**config.mk**
```make
export PLATFORM = sky130hd
export DESIGN_NAME = ptwc_out_fifo
export DESIGN_NICKNAME = d
export VERILOG_FILES = /design/src/ptwc_pkg.sv /design/src/ptwc_out_fifo.sv
export VERILOG_INCLUDE_DIRS = /design/src /design/src/src
export SDC_FILE = /design/constraint.sdc
export NUM_CORES = 1
export LEC_CHECK = 0
export BUFFER_PORTS_ARGS = -buffer_cell sky130_fd_sc_hd__buf_2
export CAP_MARGIN = 20
export CORE_MARGIN = 4
export CORE_UTILIZATION = 50
export DETAILED_ROUTE_END_ITERATION = 8
export PLACE_DENSITY = 0.75
export SYNTH_ARGS = -nofsm -noshare
export SYNTH_HDL_FRONTEND = slang
export SYNTH_SLANG_ARGS = --single-unit
```
**constraint.sdc**
```tcl
create_clock -name clk -period 4.7 [get_ports clk]
set_input_delay 0.705 -clock clk [delete_from_list [all_inputs] [get_ports clk]]
set_output_delay 0.705 -clock clk [all_outputs]
set_load 0.005 [all_outputs]
```
**src/peak_triggered_window_capture_unit_macros.svh**
```systemverilog
// ---------------------------------------------------------------------------
// peak triggered window capture assertion macros
// shared concurrent assertion forms for the capture unit modules
// ---------------------------------------------------------------------------
`ifndef PEAK_TRIGGERED_WINDOW_CAPTURE_UNIT_MACROS_SVH
`define PEAK_TRIGGERED_WINDOW_CAPTURE_UNIT_MACROS_SVH

// checked on every edge outside reset
`define PTWC_ASSERT(lbl, clk, rstn, prop, msg) \
  lbl: assert property (@(posedge clk) disable iff (!rstn) prop) else $error(msg);

// checked on every edge, reset included
`define PTWC_ASSERT_ALWAYS(lbl, clk, prop, msg) \
  lbl: assert property (@(posedge clk) prop) else $error(msg);

`endif

```
**src/ptwc_pkg.sv**
```systemverilog
// ---------------------------------------------------------------------------
// ptwc_pkg
// types and fixed codes shared by the peak triggered window capture unit
// ---------------------------------------------------------------------------
package ptwc_pkg;

  localparam int SAMPLE_W  = 16;
  localparam int OFFSET_W  = 7;
  localparam int PHASE_W   = 2;
  localparam int SLOT_W    = 2;
  localparam int OUT_DEPTH = 3;
  localparam int OCNT_W    = 2;

  typedef logic signed [SAMPLE_W-1:0] sample_t;
  typedef logic [OFFSET_W-1:0]        offset_t;
  typedef logic [PHASE_W-1:0]         phase_t;
  typedef logic [SLOT_W-1:0]          slot_t;

  localparam logic FUNC_PUSH = 1'b0;
  localparam logic FUNC_READ = 1'b1;

  localparam logic WIN_HIGH = 1'b0;
  localparam logic WIN_LOW  = 1'b1;

  localparam phase_t PHASE_IDLE = 2'd0;
  localparam phase_t PHASE_HIGH = 2'd1;
  localparam phase_t PHASE_LOW  = 2'd2;

  localparam slot_t SLOT_REC_RST  = 2'd0;
  localparam slot_t SLOT_HIGH_RST = 2'd1;
  localparam slot_t SLOT_LOW_RST  = 2'd2;

  // result fields of one item, the registered read data joins them in the same cycle
  typedef struct packed {
    logic    valid;
    logic    is_read;
    sample_t peak_high;
    sample_t peak_low;
    phase_t  phase;
  } s1_beat_t;

  typedef struct packed {
    sample_t read_value;
    sample_t peak_high;
    sample_t peak_low;
    phase_t  phase;
  } out_beat_t;

endpackage

```
**src/ptwc_out_fifo.sv**
```systemverilog
// ---------------------------------------------------------------------------
// ptwc_out_fifo
// three entry result queue that decouples the result channel from the
// store pipeline
// ---------------------------------------------------------------------------
`include "peak_triggered_window_capture_unit_macros.svh"

module ptwc_out_fifo import ptwc_pkg::*; (
  input  logic      clk,
  input  logic      rst_n,
  input  logic      push,
  input  out_beat_t push_beat,
  input  logic      inflight,
  output logic      can_accept,
  output logic      out_valid,
  input  logic      out_ready,
  output out_beat_t out_beat
);

  localparam logic [OCNT_W-1:0] PTR_LAST = OCNT_W'(OUT_DEPTH - 1);
  localparam logic [OCNT_W-1:0] CNT_FULL = OCNT_W'(OUT_DEPTH);

  out_beat_t         buf_r [OUT_DEPTH];
  logic [OCNT_W-1:0] wr_ptr_r, wr_ptr_nxt;
  logic [OCNT_W-1:0] rd_ptr_r, rd_ptr_nxt;
  logic [OCNT_W-1:0] cnt_r, cnt_nxt;
  logic              pop;

  assign out_valid  = (cnt_r != '0);
  assign pop        = out_valid && out_ready;
  assign out_beat   = buf_r[rd_ptr_r];
  assign can_accept = ({1'b0, cnt_r} + (OCNT_W+1)'(inflight)) < (OCNT_W+1)'(OUT_DEPTH);

  assign wr_ptr_nxt = push ? ((wr_ptr_r == PTR_LAST) ? '0 : wr_ptr_r + OCNT_W'(1)) : wr_ptr_r;
  assign rd_ptr_nxt = pop ? ((rd_ptr_r == PTR_LAST) ? '0 : rd_ptr_r + OCNT_W'(1)) : rd_ptr_r;

  always_comb begin
    case ({push, pop})
      2'b10:   cnt_nxt = cnt_r + OCNT_W'(1);
      2'b01:   cnt_nxt = cnt_r - OCNT_W'(1);
      default: cnt_nxt = cnt_r;
    endcase
  end

  always_ff @(posedge clk) begin
    if (!rst_n) begin
      wr_ptr_r <= '0;
      rd_ptr_r <= '0;
      cnt_r    <= '0;
    end else begin
      wr_ptr_r <= wr_ptr_nxt;
      rd_ptr_r <= rd_ptr_nxt;
      cnt_r    <= cnt_nxt;
    end
  end

  always_ff @(posedge clk) begin
    if (push) begin
      buf_r[wr_ptr_r] <= push_beat;
    end
  end

  `PTWC_ASSERT(a_no_overflow, clk, rst_n, (push && !pop) |-> (cnt_r != CNT_FULL), "result queue overflow")
  `PTWC_ASSERT(a_cnt_range, clk, rst_n, cnt_r <= CNT_FULL, "result queue count out of range")
  `PTWC_ASSERT(a_push_shows, clk, rst_n, (push && (cnt_r == '0)) |=> out_valid, "pushed beat not presented")

endmodule

```
==> flow_summary.ini <==
[detailed_routing]
wl_per_cell_microns = 17.4
drt-total-wl_microns = 10800
drtIter0Drc = 196
via_per_inst = 5.24
drcViolationCount = 0
dr.pass1.iters = 4
vias = 3262
ant_nets = 0

[clock_tree]
path_clk_slew_ns = 0.06
htreeDepth = 4
cts_root_buf = clkbuf_16
post_cts_resized = 0
clock_sinks = 158
cts-buffers-inserted = 17
cts_tree = done
cts.path.max_buffers = 2
cts_setup_buffers = 0
holdBufCountCts = 0
insertion_delay_ns = 0.41

[synthesis]
netlist_area_sq_um = 5880
syn_inst = 354
synth_nets = 412
synth.distinct_cells = 23
synth-seq-area-share_pct = 79.4
ys.warnings.count = 0
synth_area_per_cell_sq_um = 16.6
synth-seq-cells = 158

[die]
die_w_microns = 116
core_sq_um = 11500
die_h_microns = 116
boundaryPins = 107
initial_core_util_pct = 51.2
design.die.area_sq_um = 13600
std_cell_rows = 39

[setup_path]
reg2reg_depth = 3
r2r_start = wr_ptr_r[1]
setup.worst_path.end_class = output pin
cp-start-kind = flop
slowest_stage = dfxtp_4
critPathMaxFanout = 50
slowest_delay_ns = 0.94
worstSetupPathType = reg -> out
critPathRequiredTime_ns = 3.99
rrSetupSlack_ns = 2.62
cp.arrival_ns = 1.96
timing.rr.end = buf_r[2][43]
path_cells = mux2i_1 > o21ai_1 > buf_2

[grt]
grt_usage_pct = 16.9
grt_pass1_wl_microns = 16700
antenna_found_initial = 1
grtUsageMet2_pct = 29.2
grt_util_met3_pct = 7.62
grt_pass1_vias = 3423
met1_usage_pct = 18.9
gr-total-overflow = 0
top_usage_layer = met2
grt_max_degree = 101

[pwr]
p_per_area_nw_per_um2 = 476
leakagePower_nw = 2.47
ir_drop_v = 0.000365
finalPower_mw = 3.38

[placed_design]
place.gp.congestion = 0.765
port_buffers = 106
dp_hpwl_microns = 6560

[timing]
period_share_pct = 56.7
setup_viol = 0
relSlewSlack_pct = 34.5
tightest_slew_ns = 0.983
finalHoldViolCount = 0
setup_tns_ns = 0
fmax_mhz = 375
rsz0062_at_grt = false
final_max_slew_viol_count = 0
period_needed_ns = 2.67
skew_ns = 0.00583

[outcome]
outcome = finished clean

[hold_path]
holdPathStages = 2
hp-class = reg -> reg
hp-start = rd_ptr_r[0]

[layout]
finalNetCount = 525
area_growth_pct = 20.8
drive_above_1_share_pct = 29.4
num_antenna_cells = 0

[flow_run]
maxCapViolCount = 0
[sequential cells by signal (all words and copies together), names as in the netlist, named ones only]
| signal | count |
|---|---|
| wr_ptr_r | 2 |
| rd_ptr_r | 2 |
| buf_r | 150 |
| cnt_r | 2 |
[power by group]
part	internal, mW	switching [mW]
Sequential	1.62	0.113
Clock	0.711	0.487
Combinational	0.243	0.203
Total	2.58	0.803
[worst max-delay path by stage]
stage / end / slack, ns
5_1_grt: out_beat[27] / 1.87
3_3_place_gp: buf_r[1][23] / 2.17
6_report: out_beat[17] / 2.03
4_1_cts: out_beat[27] / 1.97
3_5_place_dp: buf_r[1][16] / 2.10
2_1_floorplan: buf_r[1][0] / 1.35
[cells in the final DEF, fill, tap and decap left out, drive strengths merged, types with 3 or more instances in the layout]
cell type / netlist / routed
a21boi: 3 / 3
buf: 6 / 111
clkbuf: 11 / 20
clkinv: 0 / 11
dfxtp: 8 / 8
edfxtp: 150 / 150
ha: 3 / 3
mux2i: 50 / 50
nand2: 54 / 54
o21ai: 52 / 52
[through the flow]
step	std cells	instance area (sq um)	setup slack (ns)	hold WS, ns	util (%)
floorplan	354	5880	1.35	0.451	-
global placement	590	6570	2.17	0.454	57.3
detailed placement	590	6570	2.10	0.465	57.3
CTS	622	7080	1.97	0.468	61.7
global route	623	7100	1.87	0.465	61.9
finish	623	7100	2.03	0.472	61.9
[per-layer routing]
metal / vias up / wire (microns)
met5: - / 13
met4: 2 / 108
li1: 1554 / -
met3: 13 / 894
met2: 103 / 5600
met1: 1590 / 4200
[worst max-delay path: cells and delay by family (launching register included)]
family,cells,cell delay (ns)
mux,1,0.30
flops,1,0.94
compound gates,1,0.10
buf+inv,1,0.17
[Yosys cell counts]
cell type	count	share of area, %
inv_1	1	0.064
edfxtp_1	150	77
nor2_1	2	0.13
dfxtp_1	8	2.7
buf_2	1	0.085
a21boi_1	3	0.38
or3b_1	1	0.15
nor3_1	1	0.085
nor2b_1	2	0.21
mux2i_1	50	8.5
o21ai_1	51	4.3
o21a_1	2	0.26
buf_4	5	0.64
inv_2	1	0.064
or3_1	2	0.21
xnor2_1	2	0.30
o21ai_0	1	0.085
or2_1	1	0.11
clkbuf_1	11	0.70
nand2_1	54	3.4
ha_1	3	0.64
and2_1	1	0.11
a21oi_1	1	0.085
[logic make-up after synthesis]
family          Yosys count  synth area share (%)
compound gates           58                  5.15
xor+xnor                  2                 0.298
fa+ha+maj                 3                 0.639
buf+inv                  19                  1.55
flops                   158                  79.4
mux                      50                  8.52
simple gates             64                  4.45
[area by class of cell]
type	count	area, sq um
repair buffers	111	581
flip-flops and latches	158	4670
clock buffers	20	437
fillers	871	4370
inverters	2	7.51
multi-input cells	177	1150
clock inverters	12	78.8
well taps	143	179
(Power assumes the default switching activity.)
