`config.mk`:
```
export PLATFORM = sky130hd
export DESIGN_NAME = ptwc_ctrl
export DESIGN_NICKNAME = d
export VERILOG_FILES = /design/src/ptwc_pkg.sv /design/src/ptwc_ctrl.sv
export VERILOG_INCLUDE_DIRS = /design/src /design/src/src
export SDC_FILE = /design/constraint.sdc
export NUM_CORES = 1
export LEC_CHECK = 0
export BUFFER_PORTS_ARGS = -buffer_cell sky130_fd_sc_hd__buf_2
export CORE_MARGIN = 4
export CORE_UTILIZATION = 27
export DETAILED_ROUTE_END_ITERATION = 16
export PLACE_DENSITY = 0.56
export REMOVE_ABC_BUFFERS = 1
export SLEW_MARGIN = 15
export SYNTH_ARGS = -nofsm -noshare
export SYNTH_HDL_FRONTEND = slang
export SYNTH_SLANG_ARGS = --single-unit
export TNS_END_PERCENT = 10
```
`constraint.sdc`:
```
create_clock -name clk -period 5.8 [get_ports clk]
set_input_delay 0.29 -clock clk [delete_from_list [all_inputs] [get_ports clk]]
set_output_delay 0.29 -clock clk [all_outputs]
set_load 0.1 [all_outputs]
```
`src/peak_triggered_window_capture_unit_macros.svh`:
```
// ---------------------------------------------------------------------------
// peak triggered window capture assertion macros
// shared concurrent assertion forms for the capture unit modules
// ---------------------------------------------------------------------------
`ifndef PEAK_TRIGGERED_WINDOW_CAPTURE_UNIT_MACROS_SVH
`define PEAK_TRIGGERED_WINDOW_CAPTURE_UNIT_MACROS_SVH

// checked on every edge outside reset
`define PTWC_ASSERT(lbl, clk, rstn, prop, msg) \
  lbl: assert property (@(posedge clk) disable iff (!rstn) prop) else $error(msg);

// checked on every edge, reset included
`define PTWC_ASSERT_ALWAYS(lbl, clk, prop, msg) \
  lbl: assert property (@(posedge clk) prop) else $error(msg);

`endif

```
`src/ptwc_pkg.sv`:
```
// ---------------------------------------------------------------------------
// ptwc_pkg
// types and fixed codes shared by the peak triggered window capture unit
// ---------------------------------------------------------------------------
package ptwc_pkg;

  localparam int SAMPLE_W  = 16;
  localparam int OFFSET_W  = 7;
  localparam int PHASE_W   = 2;
  localparam int SLOT_W    = 2;
  localparam int OUT_DEPTH = 3;
  localparam int OCNT_W    = 2;

  typedef logic signed [SAMPLE_W-1:0] sample_t;
  typedef logic [OFFSET_W-1:0]        offset_t;
  typedef logic [PHASE_W-1:0]         phase_t;
  typedef logic [SLOT_W-1:0]          slot_t;

  localparam logic FUNC_PUSH = 1'b0;
  localparam logic FUNC_READ = 1'b1;

  localparam logic WIN_HIGH = 1'b0;
  localparam logic WIN_LOW  = 1'b1;

  localparam phase_t PHASE_IDLE = 2'd0;
  localparam phase_t PHASE_HIGH = 2'd1;
  localparam phase_t PHASE_LOW  = 2'd2;

  localparam slot_t SLOT_REC_RST  = 2'd0;
  localparam slot_t SLOT_HIGH_RST = 2'd1;
  localparam slot_t SLOT_LOW_RST  = 2'd2;

  // result fields of one item, the registered read data joins them in the same cycle
  typedef struct packed {
    logic    valid;
    logic    is_read;
    sample_t peak_high;
    sample_t peak_low;
    phase_t  phase;
  } s1_beat_t;

  typedef struct packed {
    sample_t read_value;
    sample_t peak_high;
    sample_t peak_low;
    phase_t  phase;
  } out_beat_t;

endpackage

```
`src/ptwc_ctrl.sv`:
```
// ---------------------------------------------------------------------------
// ptwc_ctrl
// peak tracking, post-trigger countdowns, buffer role swaps and store
// address generation for sample and read beats
// ---------------------------------------------------------------------------
`include "peak_triggered_window_capture_unit_macros.svh"

module ptwc_ctrl import ptwc_pkg::*; #(
  parameter int WINDOW_LEN = 128,
  parameter int ADDR_W     = 9
) (
  input  logic              clk,
  input  logic              rst_n,
  input  logic              in_fire,
  input  logic              in_func,
  input  sample_t           in_sample_value,
  input  logic              in_read_window,
  input  offset_t           in_read_offset,
  output logic              mem_we,
  output logic [ADDR_W-1:0] mem_addr,
  output sample_t           mem_wdata,
  output s1_beat_t          s1
);

  localparam int AW   = (WINDOW_LEN > 1) ? $clog2(WINDOW_LEN) : 1;
  localparam int HALF = WINDOW_LEN / 2;
  localparam int CW   = $clog2(HALF + 1);

  localparam logic [AW-1:0]     POS_LAST  = AW'(WINDOW_LEN - 1);
  localparam logic [AW-1:0]     START_RST = AW'(WINDOW_LEN - HALF);
  localparam logic [AW:0]       LEN_EXT   = (AW+1)'(WINDOW_LEN);
  localparam logic [AW:0]       BACK_EXT  = (AW+1)'(WINDOW_LEN - HALF);
  localparam logic [CW-1:0]     CNT_HALF  = CW'(HALF);
  localparam logic [CW-1:0]     CNT_ONE   = CW'(1);
  localparam logic [ADDR_W-1:0] BASE1     = ADDR_W'(WINDOW_LEN);
  localparam logic [ADDR_W-1:0] BASE2     = ADDR_W'(2 * WINDOW_LEN);

  slot_t         rec_r, rec_nxt;
  slot_t         hslot_r, hslot_nxt;
  slot_t         lslot_r, lslot_nxt;
  logic [AW-1:0] wp_r, wp_nxt;
  sample_t       hval_r, hval_nxt;
  sample_t       lval_r, lval_nxt;
  logic [CW-1:0] hcnt_r, hcnt_nxt;
  logic [CW-1:0] lcnt_r, lcnt_nxt;
  logic [AW-1:0] hstart_r, hstart_nxt;
  logic [AW-1:0] lstart_r, lstart_nxt;
  s1_beat_t      s1_r, s1_nxt;

  logic          is_push;
  logic          hi_trig, lo_trig;
  logic [AW-1:0] wp_adv;
  logic [AW:0]   start_sum;
  logic [AW-1:0] start_new;
  logic [CW-1:0] hcnt_a, lcnt_a;
  logic [AW-1:0] off_mod;
  logic [AW-1:0] rd_start;
  logic [AW:0]   idx_sum;
  logic [AW-1:0] rd_idx;
  slot_t         rd_slot;
  slot_t         base_slot;
  logic [ADDR_W-1:0] base_addr;
  logic [AW-1:0]     row_pos;
  phase_t        phase_nxt;

  assign is_push = (in_func == FUNC_PUSH);
  assign wp_adv  = (wp_r == POS_LAST) ? '0 : wp_r + AW'(1);

  // window start relative to the new center, wrapped
  assign start_sum = {1'b0, wp_adv} + BACK_EXT;
  assign start_new = (start_sum >= LEN_EXT) ? AW'(start_sum - LEN_EXT) : AW'(start_sum);

  assign hi_trig = (in_sample_value > hval_r) && (lcnt_r == '0);
  assign lo_trig = !hi_trig && (in_sample_value < lval_r) && (hcnt_r == '0);
  assign hcnt_a  = hi_trig ? CNT_HALF : hcnt_r;
  assign lcnt_a  = lo_trig ? CNT_HALF : lcnt_r;

  // offset folded into the window
  always_comb begin
    off_mod = '0;
    for (int i = 0; i < 2**OFFSET_W; i++) begin
      if (in_read_offset == OFFSET_W'(i)) begin
        off_mod = AW'(i % WINDOW_LEN);
      end
    end
  end

  assign rd_start = (in_read_window == WIN_LOW) ? lstart_r : hstart_r;
  assign rd_slot  = (in_read_window == WIN_LOW) ? lslot_r : hslot_r;
  assign idx_sum  = {1'b0, rd_start} + {1'b0, off_mod};
  assign rd_idx   = (idx_sum >= LEN_EXT) ? AW'(idx_sum - LEN_EXT) : AW'(idx_sum);

  assign base_slot = is_push ? rec_r : rd_slot;
  assign row_pos   = is_push ? wp_r : rd_idx;

  always_comb begin
    case (base_slot)
      2'd1:    base_addr = BASE1;
      2'd2:    base_addr = BASE2;
      default: base_addr = '0;
    endcase
  end

  assign mem_addr  = base_addr + ADDR_W'(row_pos);
  assign mem_we    = in_fire && is_push;
  assign mem_wdata = in_sample_value;

  always_comb begin
    rec_nxt    = rec_r;
    hslot_nxt  = hslot_r;
    lslot_nxt  = lslot_r;
    wp_nxt     = wp_r;
    hval_nxt   = hval_r;
    lval_nxt   = lval_r;
    hcnt_nxt   = hcnt_r;
    lcnt_nxt   = lcnt_r;
    hstart_nxt = hstart_r;
    lstart_nxt = lstart_r;
    if (in_fire && is_push) begin
      wp_nxt   = wp_adv;
      hcnt_nxt = hcnt_a;
      lcnt_nxt = lcnt_a;
      if (hi_trig) begin
        hval_nxt   = in_sample_value;
        hstart_nxt = start_new;
      end
      if (lo_trig) begin
        lval_nxt   = in_sample_value;
        lstart_nxt = start_new;
      end
      if (hcnt_a != '0) begin
        hcnt_nxt = hcnt_a - CNT_ONE;
        if (hcnt_a == CNT_ONE) begin
          rec_nxt   = hslot_r;
          hslot_nxt = rec_r;
        end
      end else if (lcnt_a != '0) begin
        lcnt_nxt = lcnt_a - CNT_ONE;
        if (lcnt_a == CNT_ONE) begin
          rec_nxt   = lslot_r;
          lslot_nxt = rec_r;
        end
      end
    end
  end

  always_comb begin
    if (hcnt_nxt != '0) begin
      phase_nxt = PHASE_HIGH;
    end else if (lcnt_nxt != '0) begin
      phase_nxt = PHASE_LOW;
    end else begin
      phase_nxt = PHASE_IDLE;
    end
  end

  always_comb begin
    s1_nxt           = s1_r;
    s1_nxt.valid     = in_fire;
    s1_nxt.is_read   = (in_func == FUNC_READ);
    s1_nxt.peak_high = hval_nxt;
    s1_nxt.peak_low  = lval_nxt;
    s1_nxt.phase     = phase_nxt;
  end

  always_ff @(posedge clk) begin
    if (!rst_n) begin
      rec_r    <= SLOT_REC_RST;
      hslot_r  <= SLOT_HIGH_RST;
      lslot_r  <= SLOT_LOW_RST;
      wp_r     <= '0;
      hval_r   <= '0;
      lval_r   <= '0;
      hcnt_r   <= '0;
      lcnt_r   <= '0;
      hstart_r <= START_RST;
      lstart_r <= START_RST;
      s1_r     <= '0;
    end else begin
      rec_r    <= rec_nxt;
      hslot_r  <= hslot_nxt;
      lslot_r  <= lslot_nxt;
      wp_r     <= wp_nxt;
      hval_r   <= hval_nxt;
      lval_r   <= lval_nxt;
      hcnt_r   <= hcnt_nxt;
      lcnt_r   <= lcnt_nxt;
      hstart_r <= hstart_nxt;
      lstart_r <= lstart_nxt;
      s1_r     <= s1_nxt;
    end
  end

  assign s1 = s1_r;

  `PTWC_ASSERT(a_slots_distinct, clk, rst_n, (rec_r != hslot_r) && (rec_r != lslot_r) && (hslot_r != lslot_r), "buffer roles overlap")
  `PTWC_ASSERT(a_one_countdown, clk, rst_n, !((hcnt_r != '0) && (lcnt_r != '0)), "both countdowns running")
  `PTWC_ASSERT(a_peak_signs, clk, rst_n, !hval_r[SAMPLE_W-1] && ((lval_r == '0) || lval_r[SAMPLE_W-1]), "peak left its sign range")

endmodule

```
==> results of run 1 <==
==> per-layer routing <==
metal	part of all wire [%]	routed length, um
met4	0.99	124
met1	49	6120
met2	43	5400
met3	6.9	859
met5	0	0
==> power breakdown <==
part / leakage, nW / internal, mW / total, mW / switching, mW
sequential: 0.624 / 0.560 / 0.586 / 0.0257
clock: 0.152 / 0.368 / 0.588 / 0.220
combinational: 1.53 / 0.159 / 0.609 / 0.450
total: 2.31 / 1.09 / 1.78 / 0.696
==> worst paths after layout <==
check / startpoint / depth (start not counted) / endpoint / slack, ns
worst max-delay path: lcnt_r[2] / 14 / s1[1] / 1.07
worst min-delay path: in_fire / 2 / s1[35] / 0.17
worst max register to register: lcnt_r[2] / 14 / s1[1] / 1.07
worst min register to register: hstart_r[0] / 2 / hstart_r[0] / 0.45
==> flip-flops by register name, summed over array words and instances (netlist names) <==
register / cells
lcnt_r: 7
hslot_r: 2
hstart_r: 7
rec_r: 2
wp_r: 7
hcnt_r: 7
lstart_r: 7
lslot_r: 2
s1: 36
==> logic make-up after synthesis <==
group | Yosys count | share of synthesized area, %
AO/OA/AOI/OAI | 131 | 17.2
XOR/XNOR | 13 | 2.42
adder cells (fa/ha/maj) | 43 | 11.6
buffers and inverters | 86 | 8.47
flip-flops | 77 | 32.8
multiplexers | 22 | 5.04
AND/OR/NAND/NOR | 232 | 22.4
==> metrics by stage <==
step / worst slack, ns / power [mW] / area [um2] / util, %
6_report: 1.07 / 1.78 / 5520 / 32.8
5_1_grt: 0.767 / 1.88 / 5520 / 32.8
4_1_cts: 1.13 / 1.80 / 5520 / 32.8
3_5_place_dp: 1.09 / 1.20 / 5210 / 31.0
3_3_place_gp: 1.13 / 1.20 / 5210 / 31.0
2_1_floorplan: 0.912 / 1.02 / 4450 / -
==> worst max-delay path: stages (launching register included) <==
cell,delay [ns]
dfxtp_1,0.36
or3_1,0.43
nor3_2,0.28
o311a_1,0.26
or4b_1,0.63
and2_1,0.35
nand2_1,0.14
ha_1,0.23
inv_1,0.11
nor3_1,0.46
a31oi_1,0.25
o22ai_1,0.20
or3b_1,0.37
or4_1,0.44
a31oi_1,0.15
==> Yosys cell counts (all sizes together), types with 5 or more instances <==
cell / n / area, um2
nand2: 118 / 450
dfxtp: 77 / 1540
a21oi: 70 / 350
nor2: 49 / 184
ha: 42 / 526
inv: 39 / 146
clkbuf: 26 / 97.6
buf: 20 / 150
o21ai: 14 / 70.1
mux2: 13 / 146
nand3: 10 / 50.1
and2: 9 / 56.3
mux2i: 9 / 90.1
nand4: 9 / 56.3
nor3: 9 / 55.1
xnor2: 8 / 70.1
a211oi: 5 / 37.5
a21o: 5 / 37.5
nor2b: 5 / 31.3
xor2: 5 / 43.8
==> layout make-up <==
type	instances	area, um2	share of cell area, %
Multi-Input combinational cell	441	2760	50.0
Sequential cell	77	1540	27.9
Timing Repair Buffer	94	483	8.74
Tap cell	220	275	4.98
Clock buffer	13	270	4.89
Inverter	40	150	2.72
Clock inverter	3	42.5	0.770
==> metrics.txt, run 1 <==
status completed; final setup fails 0; Starting Density 27.9%; Most used DFF post-synth dfxtp_1; CTS resizes 0; Synthesis Warnings 0; # IOs 90; Diodes inserted 0; Die Y 140 um; Worst slew margin 35.2%; DR iter-0 viols 172; gpl congestion 0.871; Final nets 734; sequential element share of the synthesized area 32.8%; first-pass GRT wire length 20600 um; H-Tree Depth 3; Global Route Usage Sum 12.7%; CP required 6.07 ns; most frequent cells in the layout nand2_1 (117), buf_2 (89), dfxtp_1 (77); VDD IR max 0.141 mV; Syn Area/Cell 7.77 um2; max cap viols 0; Cells after Synth 604; Netlist cell types 57; initial antenna violation count 0; busiest grt layer met2; Final period util 81.5%; worst skew pair latency 0.34 ns; commonest non-fill, non-tap cell in the layout nand2_1; RSZ-0062 raised after global routing no; routed wire length 12500 um; GRT Residual Overflow 0; drt drc 0; Worst Max-Slew Pin Slew 0.969 ns; clock sinks 77; Cell Area, Synth 4700 um2; Final Hold Viols 0; area of the die 19600 um2; area of the core 16800 um2; critical path class reg2reg; clk buf depth 2; DR WL/cell 14.1 um; clock skew 0.00703 ns; worst hold path class in2reg; Yosys reg bits 77; number of global-route vias before repair 4036; Final Max Tran Viols 0; Port Buffers 89; drt via density 4.77; GRT met1 Usage 17.5%; maximum clock rate 212 MHz; Crit path arrival time 4.99 ns; EDFF count, synth 0; maximum fanout along the worst path 10; Core Rows 47; drt pass-1 iters 4; vias 4238; post-route minimum period 4.73 ns; Clock transition at path regs 0.06 ns; detailed placement HPWL 9260 um; Post-Layout Cell Count 888; largest net degree at the start of global routing 66; asr flop ratio synth 0%; met2 usage 19.7%; PwrDens 323 nW/um2; antenna viol nets, final 0; Critical Path Sink Type flip-flop; Hold WS 0.172 ns; met3 Track Usage GR 3.67%; CTS tree yes; clk root buf clkbuf_16; Die W 140 um; ratio of cells with drive above 1 in the final layout 20.1%; Critical Path Source Type flip-flop; setup bufs post-CTS 0; hold_buf cts 0; CTS buffer count 9; number of fill cells 1825; Layout area overhead 17.6%; setup TNS 0 ns; Leakage 2.31 nW; placed insts 872
Note: power is estimated with default switching activity, not from simulation.
==> inputs of run 2 (changes only) <==
Settings changed: PLACE_DENSITY 0.56 to 0.57.
Clock period 5.8 ns to 3.9 ns, I/O delays scaled along.
==> metrics.txt, run 2 (synthesis gave the netlist of run 1 again) <==
Critical Path Source Type flip-flop; detailed placement HPWL 9890 um (+6.8%); H-Tree Depth 3 (unchanged); post-route minimum period 3.76 ns (-0.971 ns); Clock transition at path regs 0.06 ns (about the same); cells on worst reg2reg path 18 (+4); Final period util 96.3% (+15 points); R2R Setup Slk 0.14 ns (-0.93 ns); antenna viol nets, final 0 (unchanged); initial antenna violation count 0 (unchanged); vias 4382 (+3.4%); # IOs 90 (unchanged); Leakage 2.50 nW (+8.3%); Critical Path Sink Type flip-flop; clock sinks 77 (unchanged); maximum fanout along the worst path 8 (-2); Worst Max-Slew Pin Slew 0.835 ns (-0.134 ns); clk buf depth 2 (unchanged); Worst R2R Start s1[25]; gpl congestion 0.904 (+3.7%); CTS tree yes; Final Max Tran Viols 0 (unchanged); CTS buffer count 9 (unchanged); worst hold path class in2reg; max cap viols 0 (unchanged); commonest non-fill, non-tap cell in the layout nand2_1; DR WL/cell 14.1 um (about the same); Die W 140 um (unchanged); largest net degree at the start of global routing 45 (-32%); reg2reg end rec_r[1]; first-pass GRT wire length 21700 um (+5.0%); max reg flops 36 (unchanged); Port Buffers 89 (unchanged); Global Route Usage Sum 13.3% (+0.57 points); DR iter-0 viols 195 (+13%); drt drc 0 (unchanged); maximum clock rate 266 MHz (+26%); Starting Density 27.9% (unchanged); GRT Residual Overflow 0 (unchanged); Final Hold Viols 0 (unchanged); worst skew pair latency 0.34 ns (about the same); critical path class reg2reg; PwrDens 470 nW/um2 (+46%); Layout area overhead 25.1%; area of the die 19600 um2 (unchanged); hold endpoint s1[35]; VDD IR max 0.253 mV (+79%); hold depth 2 (unchanged); pre-CTS WS 0.00659 ns (-1.08 ns); area of the core 16800 um2 (unchanged); ratio of cells with drive above 1 in the final layout 27.3% (+7.2 points); end-of-flow core utilization 34.9% (+2.1 points); drt pass-1 iters 4 (unchanged); Die Y 140 um (unchanged); clk root buf clkbuf_16; Crit path arrival time 4.00 ns (-0.99 ns); final setup fails 0 (unchanged); CP required 4.14 ns (-1.93 ns); most frequent cells in the layout nand2_1 (116), buf_2 (89), dfxtp_1 (73); clock skew 0.00898 ns (+0.00195 ns); number of global-route vias before repair 4278 (+6.0%); Worst slew margin 44.2% (+9.0 points); HP Start in_fire; routed wire length 13100 um (+4.4%); worst setup margin 0.144 ns (-0.929 ns); drt via density 4.72 (-1.1%); Core Rows 47 (unchanged); Final nets 774 (+5.4%); Hold WS 0.0800 ns (-0.0925 ns); status completed; Diodes inserted 0 (unchanged)
## run 2: changes by cell type in the layout (fill, tap and decap cells not counted), sizes merged
cell | previous run | this run
clkinvlp | 1 | 3
clkinv | 2 | 3
buf | 94 | 134
clkbuf | 13 | 10
## run 2: how the worst max path moves through the flow
stage            from  endpoint  slack (ns)  cells after the start
6_report       s1[25]  rec_r[1]        0.14                     18
5_1_grt        s1[25]  rec_r[1]       -0.02                     18
4_1_cts        s1[25]  rec_r[1]        0.01                     16
3_5_place_dp   s1[25]     s1[1]       0.007                     16
3_3_place_gp   s1[25]     s1[1]        0.05                     16
2_1_floorplan  s1[25]     s1[1]       -0.99                     16
## run 2: routing by layer
| layer | GRT usage, % | vias to the layer above | share of wire (%) |
|---|---|---|---|
| met5 | 0 | - | 0 |
| met4 | 2.29 | 0 | 0.84 |
| met3 | 3.05 | 8 | 5.8 |
| met2 | 21.8 | 117 | 46 |
| met1 | 18.2 | 2002 | 48 |
| li1 | - | 2255 | - |
## run 2: area by class of cell
| cell class | instances | area [um2] |
|---|---|---|
| fillers | 1795 | 10900 |
| multi-input cells | 441 | 2820 |
| flip-flops and latches | 77 | 1550 |
| repair buffers | 134 | 783 |
| well taps | 220 | 275 |
| clock buffers | 10 | 239 |
| inverters | 40 | 150 |
| clock inverters | 6 | 62.6 |
## run 2: what timing repair did
item | in CTS | in global routing
hold buffers | 0 | 0
pin swaps | 1 | 9
setup endpoints to repair | 4 | 5
resized for setup | 1 | 17
setup buffers | 0 | 2
## run 2: critical path, cell delays in order (launching register included)
cell	delay, ns
dfxtp_2	0.32
inv_1	0.04
ha_1	0.28
a211o_1	0.27
a21oi_2	0.13
a311oi_2	0.13
or4b_4	0.54
and2_4	0.18
buf_4	0.15
nand4_1	0.11
nand2_1	0.10
ha_2	0.20
and3_1	0.15
buf_4	0.15
a21boi_0	0.13
buf_4	0.16
a221oi_4	0.33
nor2_1	0.08
a311oi_1	0.19
## run 2: power by group
group,leakage [nW],switching [mW],internal (mW)
logic,1.74,0.703,0.334
clock network,0.140,0.343,0.511
registers,0.626,0.0382,0.833
total,2.50,1.08,1.68
## run 2: through the flow
stage | setup TNS [ns] | instances | power [mW] | cell area, um2
CTS | 0 | 926 | 2.76 | 5800
detailed placement | 0 | 910 | 1.89 | 5500
global route | -0.0269 | 928 | 2.90 | 5880
floorplan | -9.43 | 558 | 1.52 | 4450
finish | 0 | 928 | 2.76 | 5880
global placement | 0 | 910 | 1.90 | 5500
==> inputs of run 3 (changes only) <==
Settings changed: CORE_ASPECT_RATIO from default to 0.5, CTS_BUF_LIST from default to sky130_fd_sc_hd__clkbuf_4.
==> metrics.txt, run 3 (synthesis gave the netlist of run 1 again) <==
clk root buf clkbuf_4; CP required 4.27 ns (+0.13 ns); worst hold path class in2reg; cell-internal power 1.42 mW (-15%); max cap viols 0 (unchanged); beginning of the critical path s1[33]; most frequent cells in the layout nand2_1 (115), buf_2 (88), a21oi_1 (67); pre-CTS WS -0.0279 ns (-0.0345 ns); total power 2.54 mW (-8.1%); Final Hold Viols 0 (unchanged); vias 4454 (+1.6%); Worst slew margin 60.6% (+16 points); Clock transition at path regs 0.14 ns (+0.08 ns); CTS tree yes; post-route minimum period 3.76 ns (+0.00854 ns); initial antenna violation count 0 (unchanged); Switching Fraction 43.9% (+4.6 points); CTS buffer count 9 (unchanged); Critical Path Source Type flip-flop; cell area after layout 5950 um2 (+1.2%); number of global-route vias before repair 4360 (+1.9%); Die Y 101 um (-28%); largest net degree at the start of global routing 44 (-2.2%); number of fill cells 1745 (-2.8%); Diodes inserted 0 (unchanged); end-of-flow core utilization 35.6% (+0.64 points); clk buf depth 2 (unchanged); Final period util 96.5% (+0.22 points); commonest non-fill, non-tap cell in the layout nand2_1; antenna viol nets, final 0 (unchanged); ratio of cells with drive above 1 in the final layout 30.1% (+2.8 points); Final Max Tran Viols 0 (unchanged); cells on worst reg2reg path 16 (-2); area of the die 19700 um2 (+0.65%); routed wire length 13900 um (+6.0%); Starting Density 28.1% (+0.16 points); Worst R2R Start s1[33]; Leakage 2.52 nW (+0.84%); drt drc 0 (unchanged); hold depth 3 (+1); status completed; Core Rows 33 (-30%); drt pass-1 iters 4 (unchanged); most used cell, CP a31oi_1; Layout area overhead 26.7%; Final nets 784 (+1.3%); drt via density 4.71 (-0.19%); H-Tree Depth 3 (unchanged); slowest CP cell or4b_4; CP Cell Sequence inv_1 -> ha_1 -> buf_4 -> a21oi_1 -> o221ai_2 -> or4b_4 -> and2_4 -> nand2_4 -> ha_4 -> inv_2 -> nor3_2 -> a31oi_1 -> o22ai_1 -> or3b_4 -> or4_4 -> a31oi_1; Area after DPL 5470 um2 (-0.52%); critical path class reg2reg; Clock Power Share 21.9% (-9.0 points); area of the core 16700 um2 (-0.57%); Flop pwr share 34.4% (+2.8 points); Global Route Usage Sum 13.7% (+0.43 points); PwrDens 426 nW/um2 (-9.2%); maximum fanout along the worst path 5 (-3); DR iter-0 viols 313 (+61%); Critical Path Sink Type flip-flop; HP Start in_sample_value[14]; final setup fails 0 (unchanged); Port Buffers 89 (unchanged); GRT Residual Overflow 0 (unchanged); # IOs 90 (unchanged); WP buf/inv 3 (-1); first-pass GRT wire length 22200 um (+2.3%); DR WL/cell 14.7 um (+4.1%); clock sinks 77 (unchanged); gpl congestion 0.911 (+0.79%); logic gate share of total power 43.8% (+6.3 points); Crit path arrival time 4.14 ns (+0.14 ns); CP max stage delay 0.50 ns (-0.04 ns); clock skew 0.0309 ns (+0.0219 ns); top cell family by delay on the critical path simple AND/OR/NAND/NOR gates; max reg flops 36 (unchanged); maximum clock rate 266 MHz (-0.23%); worst setup margin 0.135 ns (-0.00854 ns); worst skew pair latency 0.46 ns (+0.12 ns); VDD IR max 0.145 mV (-43%); detailed placement HPWL 10100 um (+1.6%); Worst Max-Slew Pin Slew 0.587 ns (-0.248 ns); switching pwr 1.11 mW (+2.7%); Die W 195 um (+39%); Levels on crit path 16 (-2)
run 3: cell types whose count changed in the layout (fill, tap and decap cells not counted), sizes merged:
cell / previous run / this run
dlymetal6s4s: 0 / 1
buf: 134 / 136
clkinv: 3 / 2
inv: 39 / 44
clkinvlp: 3 / 0
clkbuf: 10 / 9
dlygate4sd3: 0 / 7
run 3: repair_timing:
action | in CTS | in global routing
resized for setup | 4 | 42
setup endpoints to repair | 3 | 5
hold buffers | 7 | 1
endpoints found under the hold margin | 10 | 1
buffers inserted | 0 | 10
pin swaps | 1 | 16
run 3: final cells by class:
type	instances	area, um2	share of cell area, %
Multi-Input combinational cell	441	2920	49.0
Clock inverter	7	90.1	1.51
Inverter	40	150	2.52
Tap cell	227	284	4.77
Timing Repair Buffer	144	883	14.9
Sequential cell	77	1560	26.2
Clock buffer	9	67.6	1.14
run 3: worst paths after layout:
kind / slack, ns / endpoint
worst max-delay path: 0.14 / s1[1]
worst min-delay path: 0.03 / s1[32]
worst max register to register: 0.14 / s1[1]
worst min register to register: 0.46 / lstart_r[5]
run 3: power by group through the flow:
stage	Combinational (mW)	Clock, mW	Sequential [mW]
final	1.11	0.555	0.872
after global routing	1.20	0.614	0.881
after CTS	1.02	0.578	0.868
after detailed placement	0.998	0	0.885
after global placement	1.00	0	0.883
after floorplan	0.485	0	1.03
run 3: per-layer routing:
layer / wire (um) / up-vias / track usage, % / part of all wire, %
met1: 6570 / 2056 / 18.4 / 47
met3: 728 / 6 / 3.49 / 5.3
met4: 91 / 0 / 3.35 / 0.66
met5: 0 / - / 0 / 0
met2: 6470 / 112 / 22.5 / 47
li1: - / 2280 / - / -
run 3: through the flow:
step / std cells / setup TNS, ns / hold slack (ns)
floorplan: 558 / -9.43 / 0.257
global placement: 912 / 0 / 0.416
detailed placement: 912 / -0.0291 / 0.436
CTS: 935 / 0 / 0.00620
global route: 945 / -0.0851 / 0.00553
finish: 945 / 0 / 0.0312
run 3: tightest hold or removal path: cells and delay by family:
family | cells | cell delay [ns]
AO/OA/AOI/OAI | 1 | 0.05
AND/OR/NAND/NOR | 1 | 0.07
buffers and inverters | 1 | 0.14
